## src/hdl/dstf_pkg.sv

```systemverilog
// Shared types, constants and helpers for the decimal string parser.
// No dependencies; every module of the block imports this package.
package dstf_pkg;

	localparam int MAX_DIGITS = 9;
	localparam int FRAC_BITS  = 16;
	localparam int MANT_W     = 30;
	localparam int CNT_W      = 4;
	localparam int VALUE_W    = 47;
	localparam int STAT_W     = 2;
	localparam int DIVD_W     = MANT_W + FRAC_BITS;
	localparam int STEP_W     = $clog2(DIVD_W + 1);
	localparam int Q_DEPTH    = 2;
	localparam int QPTR_W     = $clog2(Q_DEPTH);
	localparam int QCNT_W     = $clog2(Q_DEPTH + 1);

	localparam logic [STAT_W-1:0] ST_OK   = 2'd0;
	localparam logic [STAT_W-1:0] ST_BAD  = 2'd1;
	localparam logic [STAT_W-1:0] ST_OVER = 2'd2;

	localparam logic [7:0] CH_PLUS  = 8'h2B;
	localparam logic [7:0] CH_MINUS = 8'h2D;
	localparam logic [7:0] CH_POINT = 8'h2E;
	localparam logic [7:0] CH_ZERO  = 8'h30;
	localparam logic [7:0] CH_NINE  = 8'h39;

	typedef struct packed {
		logic [MANT_W-1:0] mant;
		logic [CNT_W-1:0]  frac;
		logic              neg;
		logic [STAT_W-1:0] err;
	} job_t;

	function automatic logic [MANT_W-1:0] pow10(input logic [CNT_W-1:0] fd);
		logic [MANT_W-1:0] r;
		unique case (fd)
			4'd0:    r = 30'd1;
			4'd1:    r = 30'd10;
			4'd2:    r = 30'd100;
			4'd3:    r = 30'd1000;
			4'd4:    r = 30'd10000;
			4'd5:    r = 30'd100000;
			4'd6:    r = 30'd1000000;
			4'd7:    r = 30'd10000000;
			4'd8:    r = 30'd100000000;
			default: r = 30'd1000000000;
		endcase
		return r;
	endfunction

endpackage

```

## src/hdl/dstf_front.sv

```systemverilog
// Character scanner: takes one character per cycle when acc is set and builds
// the digit mantissa, sign, point position and error code. Depends on dstf_pkg.
module dstf_front (
	input  logic                  clk,
	input  logic                  arst_n,
	input  logic                  acc,
	input  logic [7:0]            ch,
	input  logic                  last,
	output logic                  push,
	output dstf_pkg::job_t        job
);
	import dstf_pkg::*;

	logic [MANT_W-1:0] mant_q, mant_d;
	logic [CNT_W-1:0]  frac_q, frac_d, cnt_q, cnt_d;
	logic              point_q, point_d, neg_q, neg_d, start_q;
	logic [STAT_W-1:0] err_q, err_d;
	logic              is_digit;
	logic [MANT_W-1:0] digit;

	assign is_digit = (ch >= CH_ZERO) && (ch <= CH_NINE);
	assign digit    = MANT_W'(ch - CH_ZERO);

	always_comb begin
		mant_d  = mant_q;
		frac_d  = frac_q;
		cnt_d   = cnt_q;
		point_d = point_q;
		neg_d   = neg_q;
		err_d   = err_q;
		if (err_q == ST_OK) begin
			priority if (is_digit) begin
				if (cnt_q >= CNT_W'(MAX_DIGITS)) begin
					err_d = ST_OVER;
				end else begin
					mant_d = (mant_q << 3) + (mant_q << 1) + digit;
					cnt_d  = cnt_q + 1'b1;
					if (point_q) frac_d = frac_q + 1'b1;
				end
			end else if (ch == CH_PLUS || ch == CH_MINUS) begin
				if (!start_q)              err_d = ST_BAD;
				else if (ch == CH_MINUS)   neg_d = 1'b1;
			end else if (ch == CH_POINT) begin
				if (point_q) err_d = ST_BAD;
				else         point_d = 1'b1;
			end else begin
				err_d = ST_BAD;
			end
		end
	end

	assign push = acc && last;
	assign job  = '{mant: mant_d, frac: frac_d, neg: neg_d, err: err_d};

	always_ff @(posedge clk or negedge arst_n) begin
		if (!arst_n) begin
			mant_q  <= '0;
			frac_q  <= '0;
			cnt_q   <= '0;
			point_q <= 1'b0;
			neg_q   <= 1'b0;
			start_q <= 1'b1;
			err_q   <= ST_OK;
		end else if (acc) begin
			if (last) begin
				mant_q  <= '0;
				frac_q  <= '0;
				cnt_q   <= '0;
				point_q <= 1'b0;
				neg_q   <= 1'b0;
				start_q <= 1'b1;
				err_q   <= ST_OK;
			end else begin
				mant_q  <= mant_d;
				frac_q  <= frac_d;
				cnt_q   <= cnt_d;
				point_q <= point_d;
				neg_q   <= neg_d;
				start_q <= 1'b0;
				err_q   <= err_d;
			end
		end
	end

	a_err_sticky: assert property (@(posedge clk) disable iff (!arst_n)
		(err_q != ST_OK && !(acc && last)) |=> err_q == $past(err_q))
		else $error("recorded error changed before end of string");

	a_frac_le_cnt: assert property (@(posedge clk) disable iff (!arst_n)
		frac_q <= cnt_q && cnt_q <= CNT_W'(MAX_DIGITS))
		else $error("digit counters out of range");

endmodule

```

## src/hdl/dstf_queue.sv

```systemverilog
// Short request queue between the scanner and the scaling unit.
// Depends on dstf_pkg for the job type and depth.
module dstf_queue (
	input  logic           clk,
	input  logic           arst_n,
	input  logic           push,
	input  dstf_pkg::job_t wr_job,
	input  logic           pop,
	output logic           full,
	output logic           nempty,
	output dstf_pkg::job_t rd_job
);
	import dstf_pkg::*;

	job_t              mem [Q_DEPTH];
	logic [QPTR_W-1:0] wr_q, rd_q;
	logic [QCNT_W-1:0] cnt_q;

	assign full   = (cnt_q == QCNT_W'(Q_DEPTH));
	assign nempty = (cnt_q != '0);
	assign rd_job = mem[rd_q];

	always_ff @(posedge clk) begin
		if (push) mem[wr_q] <= wr_job;
	end

	always_ff @(posedge clk or negedge arst_n) begin
		if (!arst_n) begin
			wr_q  <= '0;
			rd_q  <= '0;
			cnt_q <= '0;
		end else begin
			if (push) wr_q <= (wr_q == QPTR_W'(Q_DEPTH - 1)) ? '0 : wr_q + 1'b1;
			if (pop)  rd_q <= (rd_q == QPTR_W'(Q_DEPTH - 1)) ? '0 : rd_q + 1'b1;
			if (push && !pop)      cnt_q <= cnt_q + 1'b1;
			else if (pop && !push) cnt_q <= cnt_q - 1'b1;
		end
	end

	a_no_overflow: assert property (@(posedge clk) disable iff (!arst_n)
		(push && !pop) |-> !full)
		else $error("request pushed into full queue");

	a_no_underflow: assert property (@(posedge clk) disable iff (!arst_n)
		pop |-> nempty)
		else $error("request popped from empty queue");

endmodule

```

## src/hdl/dstf_back.sv

```systemverilog
// Scaling unit: divides mantissa * 2^FRAC_BITS by 10^fraction_digits one
// quotient bit per cycle, applies the sign and holds the result register.
// Requests with an error skip the divider and yield 0. Depends on dstf_pkg.
module dstf_back (
	input  logic                      clk,
	input  logic                      arst_n,
	input  logic                      nempty,
	input  dstf_pkg::job_t            job,
	output logic                      pop,
	output logic                      out_valid,
	input  logic                      out_stall,
	output logic signed [dstf_pkg::VALUE_W-1:0] value,
	output logic [dstf_pkg::STAT_W-1:0]         status
);
	import dstf_pkg::*;

	localparam logic [1:0] S_IDLE = 2'd0;
	localparam logic [1:0] S_DIV  = 2'd1;
	localparam logic [1:0] S_FIN  = 2'd2;

	logic [1:0]        state_q;
	logic [DIVD_W-1:0] quo_q;
	logic [MANT_W-1:0] rem_q, div_q;
	logic [STEP_W-1:0] step_q;
	logic              neg_q;
	logic [STAT_W-1:0] err_q;
	logic              ov_q;
	logic [MANT_W:0]   rem_sh;
	logic [MANT_W+1:0] trial;
	logic              slot_free;
	logic [VALUE_W-1:0] mag;

	assign rem_sh    = {rem_q, quo_q[DIVD_W-1]};
	assign trial     = {1'b0, rem_sh} - {2'b0, div_q};
	assign slot_free = !ov_q || !out_stall;
	assign pop       = (state_q == S_IDLE) && nempty;
	assign mag       = VALUE_W'(quo_q);

	always_ff @(posedge clk or negedge arst_n) begin
		if (!arst_n) begin
			state_q <= S_IDLE;
			step_q  <= '0;
			ov_q    <= 1'b0;
		end else begin
			ov_q <= ((state_q == S_FIN) && slot_free) || (ov_q && out_stall);
			unique case (state_q)
				S_IDLE: begin
					if (nempty) begin
						if (job.err != ST_OK) state_q <= S_FIN;
						else                  state_q <= S_DIV;
						step_q <= STEP_W'(DIVD_W);
					end
				end
				S_DIV: begin
					step_q <= step_q - 1'b1;
					if (step_q == STEP_W'(1)) state_q <= S_FIN;
				end
				S_FIN: begin
					if (slot_free) state_q <= S_IDLE;
				end
				default: state_q <= S_IDLE;
			endcase
		end
	end

	always_ff @(posedge clk) begin
		unique case (state_q)
			S_IDLE: begin
				if (nempty) begin
					quo_q <= (job.err != ST_OK) ? '0 : {job.mant, FRAC_BITS'(0)};
					rem_q <= '0;
					div_q <= pow10(job.frac);
					neg_q <= job.neg;
					err_q <= job.err;
				end
			end
			S_DIV: begin
				if (!trial[MANT_W+1]) begin
					rem_q <= trial[MANT_W-1:0];
					quo_q <= {quo_q[DIVD_W-2:0], 1'b1};
				end else begin
					rem_q <= rem_sh[MANT_W-1:0];
					quo_q <= {quo_q[DIVD_W-2:0], 1'b0};
				end
			end
			S_FIN: begin
				if (slot_free) begin
					value  <= neg_q ? -mag : mag;
					status <= err_q;
				end
			end
			default: ;
		endcase
	end

	assign out_valid = ov_q;

	a_err_zero: assert property (@(posedge clk) disable iff (!arst_n)
		(out_valid && status != ST_OK) |-> value == '0)
		else $error("error result carries nonzero value");

	a_div_steps: assert property (@(posedge clk) disable iff (!arst_n)
		(state_q == S_DIV) |-> (step_q != '0 && step_q <= STEP_W'(DIVD_W)))
		else $error("divider step count out of range");

endmodule

```

## src/hdl/decimal_string_to_fixed.sv

```systemverilog
// Decimal string to signed fixed-point converter (16 fraction bits).
// Characters are accepted one per cycle, back to back, while the request
// queue has room. The character flagged last closes the string; its request
// then passes a two-entry queue to a restoring divider that produces one
// quotient bit per cycle; it takes the next request only once it has handed
// the previous result on. Strings with an error skip the divider and report
// status 1 (bad character or format) or 2 (too many digits) with value 0.
// Depends on dstf_pkg, dstf_front, dstf_queue and dstf_back.
module decimal_string_to_fixed (
	input  logic                                 clk,
	input  logic                                 arst_n,
	input  logic                                 in_valid,
	output logic                                 in_stall,
	input  logic [7:0]                           ch,
	input  logic                                 last,
	output logic                                 out_valid,
	input  logic                                 out_stall,
	output logic signed [dstf_pkg::VALUE_W-1:0]  value,
	output logic [dstf_pkg::STAT_W-1:0]          status
);
	import dstf_pkg::*;

	logic acc, push, pop, full, nempty;
	job_t wr_job, rd_job;

	assign in_stall = full;
	assign acc      = in_valid && !full;

	dstf_front u_front (
		.clk    (clk),
		.arst_n (arst_n),
		.acc    (acc),
		.ch     (ch),
		.last   (last),
		.push   (push),
		.job    (wr_job)
	);

	dstf_queue u_queue (
		.clk    (clk),
		.arst_n (arst_n),
		.push   (push),
		.wr_job (wr_job),
		.pop    (pop),
		.full   (full),
		.nempty (nempty),
		.rd_job (rd_job)
	);

	dstf_back u_back (
		.clk       (clk),
		.arst_n    (arst_n),
		.nempty    (nempty),
		.job       (rd_job),
		.pop       (pop),
		.out_valid (out_valid),
		.out_stall (out_stall),
		.value     (value),
		.status    (status)
	);

endmodule

```

## config.mk

```make
export PLATFORM = sky130hd
export DESIGN_NAME = decimal_string_to_fixed
export DESIGN_NICKNAME = d
export VERILOG_FILES = /design/src/hdl/dstf_pkg.sv /design/src/hdl/dstf_front.sv /design/src/hdl/dstf_queue.sv /design/src/hdl/dstf_back.sv /design/src/hdl/decimal_string_to_fixed.sv
export SDC_FILE = /design/constraint.sdc
export NUM_CORES = 1
export LEC_CHECK = 0
export ABC_CLOCK_PERIOD_IN_PS = 3950
export BUFFER_PORTS_ARGS = -buffer_cell sky130_fd_sc_hd__buf_2
export CORE_MARGIN = 3
export CORE_UTILIZATION = 55
export DETAILED_ROUTE_END_ITERATION = 7
export PLACE_DENSITY_LB_ADDON = 0.2
export SETUP_SLACK_MARGIN = 0.5
export SYNTH_ARGS = -nofsm -noshare
export SYNTH_HDL_FRONTEND = slang
export SYNTH_SLANG_ARGS = --single-unit
```

## constraint.sdc

```tcl
create_clock -name clk -period 3.95 [get_ports clk]
set_input_delay 0.1975 -clock clk [delete_from_list [all_inputs] [get_ports clk]]
set_output_delay 0.1975 -clock clk [all_outputs]
set_load 0.02 [all_outputs]
```

==> run metrics <==
status completed; Critical Path AT 3.70 ns; setup ws final 0.515 ns; Main synth FF type edfxtp_1; combinational power share 51.0%; iteration count of the initial detailed-routing pass 5; RD Place Congestion about 0.85; CTS Buf Count 27; total die area 0.0312 mm²; Post-Syn Area 0.0160 mm²; Achievable Freq 0.291 GHz; largest net degree at the start of global routing 77; Skew-Pair Late Insertion Delay 0.54 ns; Async SR Flop Fraction between 10% and 20%; Syn Inst Count 1449; dominant cell type by area after synthesis edfxtp_1; Power Internal 9.62 mW; Final period util 87.0%; crit-path leading delay family compound AO/OA/AOI/OAI gates; WS Path Type register to register; pre-CTS setup slack 0.0262 ns; relative slew slack 18.4%; Max Cap Viol 0; design area approximately 0.018 mm²; CP dominant cell by count a21o_1; Die Wd 177 µm; gr usage total 21.4%; DP Wirelength 23.3 mm; Hold Fails Final Rpt 0; Yosys top cell area share between 40 and 50%; slew at the pin closest to its max-slew limit 1.22 ns; total number of vias 11200; register share of total power 34.1%; RSZ-0062 raised after global routing yes; row count 61; Critical Path End Type register; Leak 7.60 nW; setup_tns 0 ns; GRT overflow 0; CTS tree built; Psw 6.84 mW; CTS sink count 281; library cells used by synthesis 68; root buf cell clkbuf_16; DR WL/cell 17.5 µm; core area about 0.028 mm²; Syn. warnings 0; top-count cell post-synth edfxtp_1; CP Cell Sequence inv_2, xnor2_2, ha_2, a21o_1, ha_4, a21o_1, or3_4, o211ai_1, a21oi_1, a211o_1, o31a_1, a31oi_2, xor2_1, o21ai_2; Placed Area 0.0169 mm²; commonest cells in the netlist edfxtp_1, nand2_1, ha_1; Iteration-0 DRC Markers 867; EDFF count, synth approximately 230; initial antenna violation count 0; Post-route DRC 0; clock power share 14.9%; Reg2Reg Setup Slack 0.51 ns; Post-Synthesis Net Count around 1600; switch share 41.6%; min cycle time layout 3.44 ns; share of cells above drive strength 1 14.0%; Seq/Total Area, Yosys 51.0%; # diodes 0; Starting Density between 50% and 60%; total wire length about 33 mm; hold crit path type input pin to register; Via density between 5 and 6; I/O pin total 64; Crit Path Max Fanout 4; CP peak stage delay 0.40 ns; Die Y 177 µm; Layout area overhead 12.5%; NumNets Final 1637; CP Data Required Time about 4.2 ns; skew final 0.00919 ns; Synth area leaders edfxtp_1, dfrtp_1, ha_1, xnor2_1, mux2i_1; Post-DRT Antenna Nets 0; vias in the first global route 10700; Port Buffer Count 63; number of synthesized register bits 281; Crit path buffers/inverters 1; clock-pin slew on the worst setup and hold paths approximately 0.060 ns; clk buf depth 3; worst-path cell with the longest stage delay dfrtp_1; Critical Path Source Type register; final setup vio count 0; VDD IR max 0.000600 V; max-slew violations 0; H-tree depth 1; pwr/cell area roughly 920 mW/mm²; Syn Area/Cell 11.0 µm²; first-pass GRT wire length 54.8 mm
==> per-stage QoR <==
stage / util (%) / instances / hold WS (ns) / total power, mW
after CTS: 63.1 / 1914 / 0.0794 / 16.2
after detailed placement: 59.8 / 1858 / 0.196 / 13.6
after floorplan: - / 1449 / -0.0981 / 11.6
after global routing: 63.7 / 1918 / 0.135 / 17.7
after global placement: 59.8 / 1858 / 0.190 / 13.4
final: 63.7 / 1918 / 0.0953 / 16.5
==> worst min-delay path: stages <==
cell,delay (ns)
buf_2,0.12
nand2_1,0.05
nand2_1,0.12
==> sequential cells by signal, indices dropped and copies added (netlist names), 4 cells and up <==
signal and cells:
u_queue.mem 74, u_back.value 47, u_back.quo_q 46, u_back.rem_q 30, u_front.mant_q 30, u_back.div_q 23, u_back.step_q 6, u_front.cnt_q 4
u_front.frac_q 4
==> power by group through the flow <==
stage	clock, mW	sequential [mW]	combinational, mW
finish	2.46	5.61	8.40
global route	2.61	5.73	9.38
CTS	2.51	5.58	8.14
detailed placement	0	5.63	8.02
global placement	0	5.58	7.84
floorplan	0	5.59	5.97
==> layer usage <==
metal / up-vias / track usage [%] / share of wire (%)
met5: - / 0 / 0
met2: 312 / 33.0 / 44
met3: 37 / 2.67 / 6.1
met1: 5404 / 33.2 / 48
met4: 0 / 3.73 / 1.2
li1: 5475 / - / -
==> placed cells by master, fill, tap and decap left out, types with 6 or more instances in the layout <==
cell	n
o21a_1	9
ha_1	92
o31ai_1	52
mux2_2	6
nor2_1	78
xor2_1	36
dfrtp_1	54
buf_4	32
or4_1	7
o21ai_1	9
a21o_1	50
o21ai_0	74
nand4_1	8
o21bai_1	9
buf_2	63
or2_2	8
o21ai_2	7
inv_1	70
fa_1	6
nor3_1	12
o211ai_1	8
clkbuf_16	27
clkbuf_1	8
mux2i_1	58
nand2_1	152
and2_1	20
a211oi_1	11
or3_1	6
nand3_1	18
a211o_1	6
edfxtp_1	225
nor4_1	8
a21oi_1	52
xnor2_1	83
and3_1	19
a21boi_0	7
a22o_1	15
a21oi_2	9
nand2b_1	15
==> path summary, 6_finish.rpt <==
path	startpoint	to	cells past startpoint
worst max-delay path	u_front.mant_q[5]	u_queue.mem[0][34]	14
worst min-delay path	ch[0]	u_queue.mem[0][7]	3
worst max register to register	u_front.mant_q[5]	u_queue.mem[0][34]	14
worst min register to register	u_front.start_q	u_front.start_q	2
max in group asynchronous	arst_n	u_queue.rd_q	3
min in group asynchronous	arst_n	u_front.mant_q[4]	2
==> logic make-up after synthesis <==
group                    count (synthesis)  share of synthesized area [%]
flip-flops                             281                           51.0
multiplexers                            64                           4.05
buffers and inverters                  133                           3.18
adder cells (fa/ha/maj)                103                           8.39
AO/OA/AOI/OAI                          365                           15.3
XOR/XNOR                               124                           6.79
AND/OR/NAND/NOR                        379                           11.3
==> what timing repair did <==
action / in CTS / in global routing
endpoints found under the setup margin: 26 / 73
endpoints found under the hold margin: 22 / 0
setup buffers: 6 / 4
pin swaps: 5 / 12
gates resized for setup: 17 / 37
hold buffers: 2 / 0
==> cell type report <==
type	instances	area, µm²
fillers	2235	10200
well taps	378	473
clock inverters	13	120
inverters	75	282
flip-flops and latches	281	8160
repair buffers	101	647
multi-input cells	1035	7600
clock buffers	35	706
(Power assumes the default switching activity.)
